[config.mk]
export PLATFORM = sky130hd
export DESIGN_NAME = base62_id_encoder
export DESIGN_NICKNAME = d
export VERILOG_FILES = /design/src/rtl/core/b62e_pkg.sv /design/src/rtl/core/b62e_datapath.sv /design/src/rtl/core/b62e_ctrl.sv /design/src/rtl/core/base62_id_encoder.sv
export SDC_FILE = /design/constraint.sdc
export NUM_CORES = 1
export LEC_CHECK = 0
export ABC_AREA = 0
export BUFFER_PORTS_ARGS = -buffer_cell sky130_fd_sc_hd__buf_2
export CORE_MARGIN = 2
export CORE_UTILIZATION = 34
export CTS_CLUSTER_SIZE = 25
export DETAILED_ROUTE_END_ITERATION = 8
export PLACE_DENSITY = 0.54
export SLEW_MARGIN = 20
export SYNTH_ARGS = -nofsm -noshare
export SYNTH_HDL_FRONTEND = slang
export SYNTH_SLANG_ARGS = --single-unit
[constraint.sdc]
create_clock -name clock -period 6.7 [get_ports clock]
set_input_delay 0.335 -clock clock [delete_from_list [all_inputs] [get_ports clock]]
set_output_delay 0.335 -clock clock [all_outputs]
set_load 0.01 [all_outputs]
[src/rtl/core/b62e_pkg.sv]
// ----------------------------------------------------------------------------
// b62e_pkg
// Shared constants, types and the digit-to-character map of the base-62
// identifier encoder.
// ----------------------------------------------------------------------------
package b62e_pkg;

   localparam int ID_BITS     = 31;
   localparam int MAX_DIGITS  = 6;
   localparam int RADIX       = 62;
   localparam int DIGIT_W     = $clog2(RADIX);
   localparam int SYMBOL_W    = 7;
   localparam int COUNT_W     = $clog2(MAX_DIGITS + 1);

   // Reciprocal of the radix, scaled so that the truncated quotient is never
   // more than one below the true quotient for any ID_BITS-wide value.
   localparam int RECIP_EXTRA = 5;
   localparam int RECIP_SHIFT = ID_BITS + RECIP_EXTRA;
   localparam int PROD_W      = 2 * ID_BITS;
   localparam logic [127:0] RECIP_WIDE = (128'd1 << RECIP_SHIFT) / RADIX;
   localparam logic [ID_BITS-1:0] RECIP = RECIP_WIDE[ID_BITS-1:0];

   localparam logic [SYMBOL_W-1:0] CHAR_LOWER_A = 7'd97;
   localparam logic [SYMBOL_W-1:0] CHAR_LOWER_Z = 7'd122;
   localparam logic [SYMBOL_W-1:0] CHAR_UPPER_A = 7'd65;
   localparam logic [SYMBOL_W-1:0] CHAR_UPPER_Z = 7'd90;
   localparam logic [SYMBOL_W-1:0] CHAR_ZERO    = 7'd48;
   localparam logic [SYMBOL_W-1:0] CHAR_NINE    = 7'd57;

   localparam logic [DIGIT_W-1:0] LETTERS = 6'd26;

   typedef struct packed {
      logic load;
      logic mul;
      logic fix;
      logic pop;
   } cmd_type;

   typedef struct packed {
      logic id_zero;
      logic div_done;
      logic cnt_zero;
   } status_type;

   function automatic logic [SYMBOL_W-1:0] digit_to_ascii(input logic [DIGIT_W-1:0] d);
      logic [SYMBOL_W-1:0] dx;
      dx = SYMBOL_W'(d);
      if (d < LETTERS) begin
         return CHAR_LOWER_A + dx;
      end else if (d < 2 * LETTERS) begin
         return CHAR_UPPER_A + dx - SYMBOL_W'(LETTERS);
      end else begin
         return CHAR_ZERO + dx - SYMBOL_W'(2 * LETTERS);
      end
   endfunction

endpackage

[src/rtl/core/b62e_datapath.sv]
// ----------------------------------------------------------------------------
// b62e_datapath
// Working value, reciprocal multiplier with remainder correction, digit
// stack and output character register.
// ----------------------------------------------------------------------------
module b62e_datapath import b62e_pkg::*; (
   input  logic                clock,
   input  logic [ID_BITS-1:0]  req_identifier,
   input  cmd_type             cmd,
   output status_type          status,
   output logic [SYMBOL_W-1:0] rsp_symbol,
   output logic                rsp_final_symbol
);

   logic [ID_BITS-1:0]  value_ff, value_in;
   logic [PROD_W-1:0]   product_ff, product_in;
   logic [DIGIT_W-1:0]  digits_ff [MAX_DIGITS];
   logic [DIGIT_W-1:0]  digits_in [MAX_DIGITS];
   logic [COUNT_W-1:0]  count_ff, count_in;
   logic [SYMBOL_W-1:0] symbol_ff, symbol_in;
   logic                final_ff, final_in;

   logic [ID_BITS-1:0]  quot0;
   logic [ID_BITS-1:0]  times_radix;
   logic [ID_BITS-1:0]  rem0;
   logic                rem_high;
   logic [ID_BITS-1:0]  quot;
   logic [DIGIT_W-1:0]  digit;

   always_comb begin
      quot0       = ID_BITS'(product_ff >> RECIP_SHIFT);
      times_radix = (quot0 << 6) - (quot0 << 1);
      rem0        = value_ff - times_radix;
      rem_high    = rem0 >= ID_BITS'(RADIX);
      quot        = rem_high ? quot0 + ID_BITS'(1) : quot0;
      digit       = rem_high ? DIGIT_W'(rem0 - ID_BITS'(RADIX)) : DIGIT_W'(rem0);
   end

   always_comb begin
      value_in   = value_ff;
      product_in = product_ff;
      digits_in  = digits_ff;
      count_in   = count_ff;
      symbol_in  = symbol_ff;
      final_in   = final_ff;
      if (cmd.load) begin
         value_in = req_identifier;
         count_in = '0;
      end
      if (cmd.mul) begin
         product_in = PROD_W'(value_ff) * PROD_W'(RECIP);
      end
      if (cmd.fix) begin
         value_in     = quot;
         count_in     = count_ff + COUNT_W'(1);
         digits_in[0] = digit;
         for (int i = 1; i < MAX_DIGITS; i++) begin
            digits_in[i] = digits_ff[i-1];
         end
      end
      if (cmd.pop) begin
         symbol_in = digit_to_ascii(digits_ff[0]);
         final_in  = count_ff == COUNT_W'(1);
         count_in  = count_ff - COUNT_W'(1);
         for (int i = 0; i < MAX_DIGITS - 1; i++) begin
            digits_in[i] = digits_ff[i+1];
         end
      end
   end

   always_ff @(posedge clock) begin
      value_ff   <= value_in;
      product_ff <= product_in;
      digits_ff  <= digits_in;
      count_ff   <= count_in;
      symbol_ff  <= symbol_in;
      final_ff   <= final_in;
   end

   always_comb begin
      status.id_zero  = req_identifier == '0;
      status.div_done = (quot == '0) || (count_ff == COUNT_W'(MAX_DIGITS - 1));
      status.cnt_zero = count_ff == '0;
   end

   assign rsp_symbol       = symbol_ff;
   assign rsp_final_symbol = final_ff;

endmodule

[src/rtl/core/b62e_ctrl.sv]
// ----------------------------------------------------------------------------
// b62e_ctrl
// Sequencer of the encoder: accepts an identifier, runs the divide steps,
// then hands out the characters one beat at a time.
// ----------------------------------------------------------------------------
module b62e_ctrl import b62e_pkg::*; (
   input  logic       clock,
   input  logic       reset,
   input  logic       req_valid,
   output logic       req_ready,
   output logic       rsp_valid,
   input  logic       rsp_ready,
   input  status_type status,
   output cmd_type    cmd
);

   localparam logic [2:0] ST_IDLE = 3'd0;
   localparam logic [2:0] ST_MUL  = 3'd1;
   localparam logic [2:0] ST_FIX  = 3'd2;
   localparam logic [2:0] ST_LOAD = 3'd3;
   localparam logic [2:0] ST_SEND = 3'd4;

   logic [2:0] state_ff, state_in;

   always_comb begin
      state_in = state_ff;
      cmd      = '0;
      case (state_ff)
         ST_IDLE: begin
            if (req_valid) begin
               cmd.load = 1'b1;
               if (!status.id_zero) begin
                  state_in = ST_MUL;
               end
            end
         end
         ST_MUL: begin
            cmd.mul  = 1'b1;
            state_in = ST_FIX;
         end
         ST_FIX: begin
            cmd.fix  = 1'b1;
            state_in = status.div_done ? ST_LOAD : ST_MUL;
         end
         ST_LOAD: begin
            cmd.pop  = 1'b1;
            state_in = ST_SEND;
         end
         ST_SEND: begin
            if (rsp_ready) begin
               if (status.cnt_zero) begin
                  state_in = ST_IDLE;
               end else begin
                  cmd.pop = 1'b1;
               end
            end
         end
         default: begin
            state_in = ST_IDLE;
         end
      endcase
   end

   always_ff @(posedge clock) begin
      if (reset) begin
         state_ff <= ST_IDLE;
      end else begin
         state_ff <= state_in;
      end
   end

   assign req_ready = state_ff == ST_IDLE;
   assign rsp_valid = state_ff == ST_SEND;

endmodule

[src/rtl/core/base62_id_encoder.sv]
// ----------------------------------------------------------------------------
// base62_id_encoder
// Encodes an unsigned identifier as base-62 ASCII characters, most
// significant digit first, with the last character of each run flagged.
//
// The request channel takes one identifier per beat; the response channel
// gives one character per beat, rsp_final_symbol high on the last one.
// An identifier of zero is consumed and produces no response beats.
// One item is in work at a time: req_ready is high only while idle.
// Each digit takes a multiply step of the shared reciprocal multiplier and
// a remainder-correction step; once all digits are found, the first
// character is registered and then presented on the response channel.
// A zero identifier leaves the sequencer in idle.
// When the receiver stalls, the current character is held on the outputs
// and the sequencer waits. Synchronous reset returns the sequencer to idle
// and drops any run in progress; no memory needs clearing.
// ----------------------------------------------------------------------------
module base62_id_encoder import b62e_pkg::*; (
   input  logic                clock,
   input  logic                reset,
   input  logic                req_valid,
   output logic                req_ready,
   input  logic [ID_BITS-1:0]  req_identifier,
   output logic                rsp_valid,
   input  logic                rsp_ready,
   output logic [SYMBOL_W-1:0] rsp_symbol,
   output logic                rsp_final_symbol
);

   cmd_type    cmd;
   status_type status;

   b62e_ctrl u_ctrl (
      .clock     (clock),
      .reset     (reset),
      .req_valid (req_valid),
      .req_ready (req_ready),
      .rsp_valid (rsp_valid),
      .rsp_ready (rsp_ready),
      .status    (status),
      .cmd       (cmd)
   );

   b62e_datapath u_datapath (
      .clock            (clock),
      .req_identifier   (req_identifier),
      .cmd              (cmd),
      .status           (status),
      .rsp_symbol       (rsp_symbol),
      .rsp_final_symbol (rsp_final_symbol)
   );

endmodule

==> flow_summary.ini <==
[run_status]
status = complete, no violations

[sta]
slew_headroom_pct = 35.7
fin_tns_setup_ns = 0
drv_slew = 0
fmax_ghz = 0.156
setup_viol = 0
finalCritPeriodShare_pct = 95.7
min_period_ns = 6.41
skew_ns = 0.0161
setup_ws_ns = 0.285
hold_violations = 0
worst_pin_slew_ns = 0.958

[yosys]
yosys.area_share.simple_pct = 11.2
synth_edf_count = 104
synth_mux_area_share_pct = 0.418
ys_types = 77
synth_fa_ha_area_share_pct = 40.3
synth-seq-cells = 107
yosysWarnings = 0
ys.flop_type = edfxtp_1
synth_top_family_by_area = adder cells
synth_top_area_cell = ha_1
syn-num-nets = 2008
synthTopCellsByArea = ha_1, edfxtp_1, fa_1
syn_area_per_cell_um2 = 9.55
synth_area_um2 = 15000
synth_top_area_share_pct = 23.6
yosys.area_share.xor_xnor_pct = 4.68
synth_compound_area_share_pct = 13.3
ys_seq_area_share_pct = 21.3
synthArstFlopShare_pct = 0
synthCells = 1566

[min_path]
hold_start = reset
worstHoldEndpoint = u_ctrl.state_ff[2]$_SDFFE_PP0P_
hp-class = input pin to flop
whs_path_depth = 2

[setup_path]
r2r_end = u_datapath.product_ff[61]$_DFFE_PP_
regToRegStartpoint = u_datapath.value_ff[6]$_DFFE_PP_
cp_cell_sequence = ha_1 > ha_1 > inv_1 > fa_1 > inv_1 > fa_1 > fa_1 > fa_1 > ha_1 > ha_1 > a21o_1 > a2111oi_2 > o311a_1 > a211oi_2 > o21ai_1 > buf_4 > o21ai_1 > a21boi_2 > a21oi_1 > and4_1 > a2111oi_2 > buf_4 > xnor2_1
slowest_stage = fa_1
worstSetupPathType = flop to flop
critPathLaunchType = flop
r2r_slack_ns = 0.29
path_max_fanout = 3
reg2regPathDepth = 23
crit_required_ns = 6.84
worst_setup_path_end_kind = flop
cpPeakStageDelay_ns = 0.56
crit_buf_inv = 4
crit_family = adder cells
cp_data_arrival_time_ns = 6.55

[clock_tree]
clockBufferDepth = 2
path_clk_slew_ns = 0.08
cts_made_buffers = 9
tritoncts = done
cts_root_buf = clkbuf_16
cts_max_level = 3
hold_buffers = 0
cts_sinks = 107
clkLatencyLatePin_ns = 0.38

[cells_and_area]
fin_area_um2 = 16600
num_antenna_cells = 0
final_nets = 2096
final_cell_mix = inv_1, ha_1, fa_1
stdcell_count = 2244
final_common_cell = inv_1
drive_gt1_share_pct = 9.10
area_growth_syn_to_layout_pct = 10.9

[grt]
antenna_found_initial = 1
grt_overflow = 0
grt_pass1_wl_um = 66200
grt_pass1_vias = 11600
globalRouteTotalUtil_pct = 19.3
grt_max_degree = 65

[floorplan]
die_w_um = 214
dieHeight_um = 214
fp.coreArea_um2 = 43300
io_pins = 45
start_util_pct = 34.6
dieArea_um2 = 45700
rows = 76

[routing]
dr.pass1.iters = 6
viasPerCell = 5.12
wl_per_cell_um = 18.9
wl_um = 42500
drtIter0Drc = 852
vias = 11500
drc = 0
drt.antenna.violating_nets = 0

[placement]
dp_hpwl_um = 37200
routabilityCongestion = 0.963
portBuffers = 44
dp_slack_ns = -0.141
dpl_cell_area_um2 = 16300
placed_cells = 2226

[flow_run]
cap_violations = 0
layout make-up:
cell class	count	area, um^2
Multi-Input combinational cell	1114	10500
Tap cell	585	732
Timing Repair Buffer	111	723
Fill cell	4380	26700
Clock inverter	6	48.8
Inverter	311	1170
Sequential cell	107	3180
Clock buffer	10	229
timing repair:
item	CTS	global route
endpoints found under the setup margin	1	5
pin swaps	2	9
buffers inserted	0	2
gates resized for setup	4	9
metrics by stage:
| stage | hold slack, ns | util [%] |
|---|---|---|
| floorplan | 0.404 | - |
| global placement | 0.434 | 37.6 |
| detailed placement | 0.447 | 37.6 |
| CTS | 0.145 | 38.2 |
| global route | 0.158 | 38.4 |
| finish | 0.169 | 38.4 |
kinds of logic after synthesis:
| kind of cell | after synthesis |
|---|---|
| AOI/OAI and AO/OA | 294 |
| xor gates and xnor gates | 80 |
| adders and majority gates | 407 |
| buffers and inverters | 345 |
| DFF | 107 |
| muxes | 6 |
| and+or+nand+nor | 327 |
how the worst max path moves through the flow:
stage / startpoint / to / slack [ns] / depth (start not counted)
after floorplan: u_datapath.value_ff[4]$_DFFE_PP_ / u_datapath.product_ff[61]$_DFFE_PP_ / 0.32 / 21
after detailed placement: u_datapath.value_ff[4]$_DFFE_PP_ / u_datapath.product_ff[61]$_DFFE_PP_ / -0.14 / 23
final: u_datapath.value_ff[6]$_DFFE_PP_ / u_datapath.product_ff[61]$_DFFE_PP_ / 0.29 / 23
after CTS: u_datapath.value_ff[6]$_DFFE_PP_ / u_datapath.product_ff[61]$_DFFE_PP_ / 0.007 / 23
after global placement: u_datapath.value_ff[4]$_DFFE_PP_ / u_datapath.product_ff[61]$_DFFE_PP_ / -0.03 / 23
after global routing: u_datapath.value_ff[6]$_DFFE_PP_ / u_datapath.product_ff[61]$_DFFE_PP_ / -0.07 / 23
state kept, by name (all words and copies together), names as in the netlist:
name and flops:
u_datapath.digits_ff 36, u_ctrl.state_ff 3, u_datapath.product_ff 26, u_datapath.rsp_final_symbol 1, u_datapath.count_ff 3, u_datapath.rsp_symbol 7, u_datapath.value_ff 31
routing by layer:
layer / part of all wire (%) / track usage, %
met3: 6.2 / 3.51
met4: 2.0 / 4.07
met5: 0.031 / 0
met2: 43 / 29.4
met1: 49 / 28.4
worst reg2reg max path, cell delays in order, from the launching register on:
cell and delay [ns]:
edfxtp_1 0.42, ha_1 0.32, ha_1 0.30, inv_1 0.08, fa_1 0.51, inv_1 0.06, fa_1 0.56, fa_1 0.45
fa_1 0.49, ha_1 0.32, ha_1 0.32, a21o_1 0.20, a2111oi_2 0.33, o311a_1 0.27, a211oi_2 0.10, o21ai_1 0.17
buf_4 0.13, o21ai_1 0.11, a21boi_2 0.17, a21oi_1 0.10, and4_1 0.22, a2111oi_2 0.35, buf_4 0.17, xnor2_1 0.05
cells in the mapped netlist (7+ instances only):
cell type,count
nor3_1,22
o21bai_1,8
a31oi_1,7
nor2b_1,16
a21oi_1,60
inv_1,309
o21a_1,15
nand4_1,16
nor4_1,18
ha_1,282
or4_1,13
a22o_1,23
clkbuf_1,27
o21ai_0,44
xnor2_1,59
o211ai_1,9
a211oi_1,7
nand2_1,96
a21o_1,27
and3_1,16
and2_1,7
nand3_1,28
nor2_1,53
o21ai_1,32
nand2b_1,11
and4_1,7
xor2_1,21
edfxtp_1,104
fa_1,125
Power is left out: the tool's default activity adds up to more than one toggle a clock period on the data nets, which glitch-free logic cannot reach.
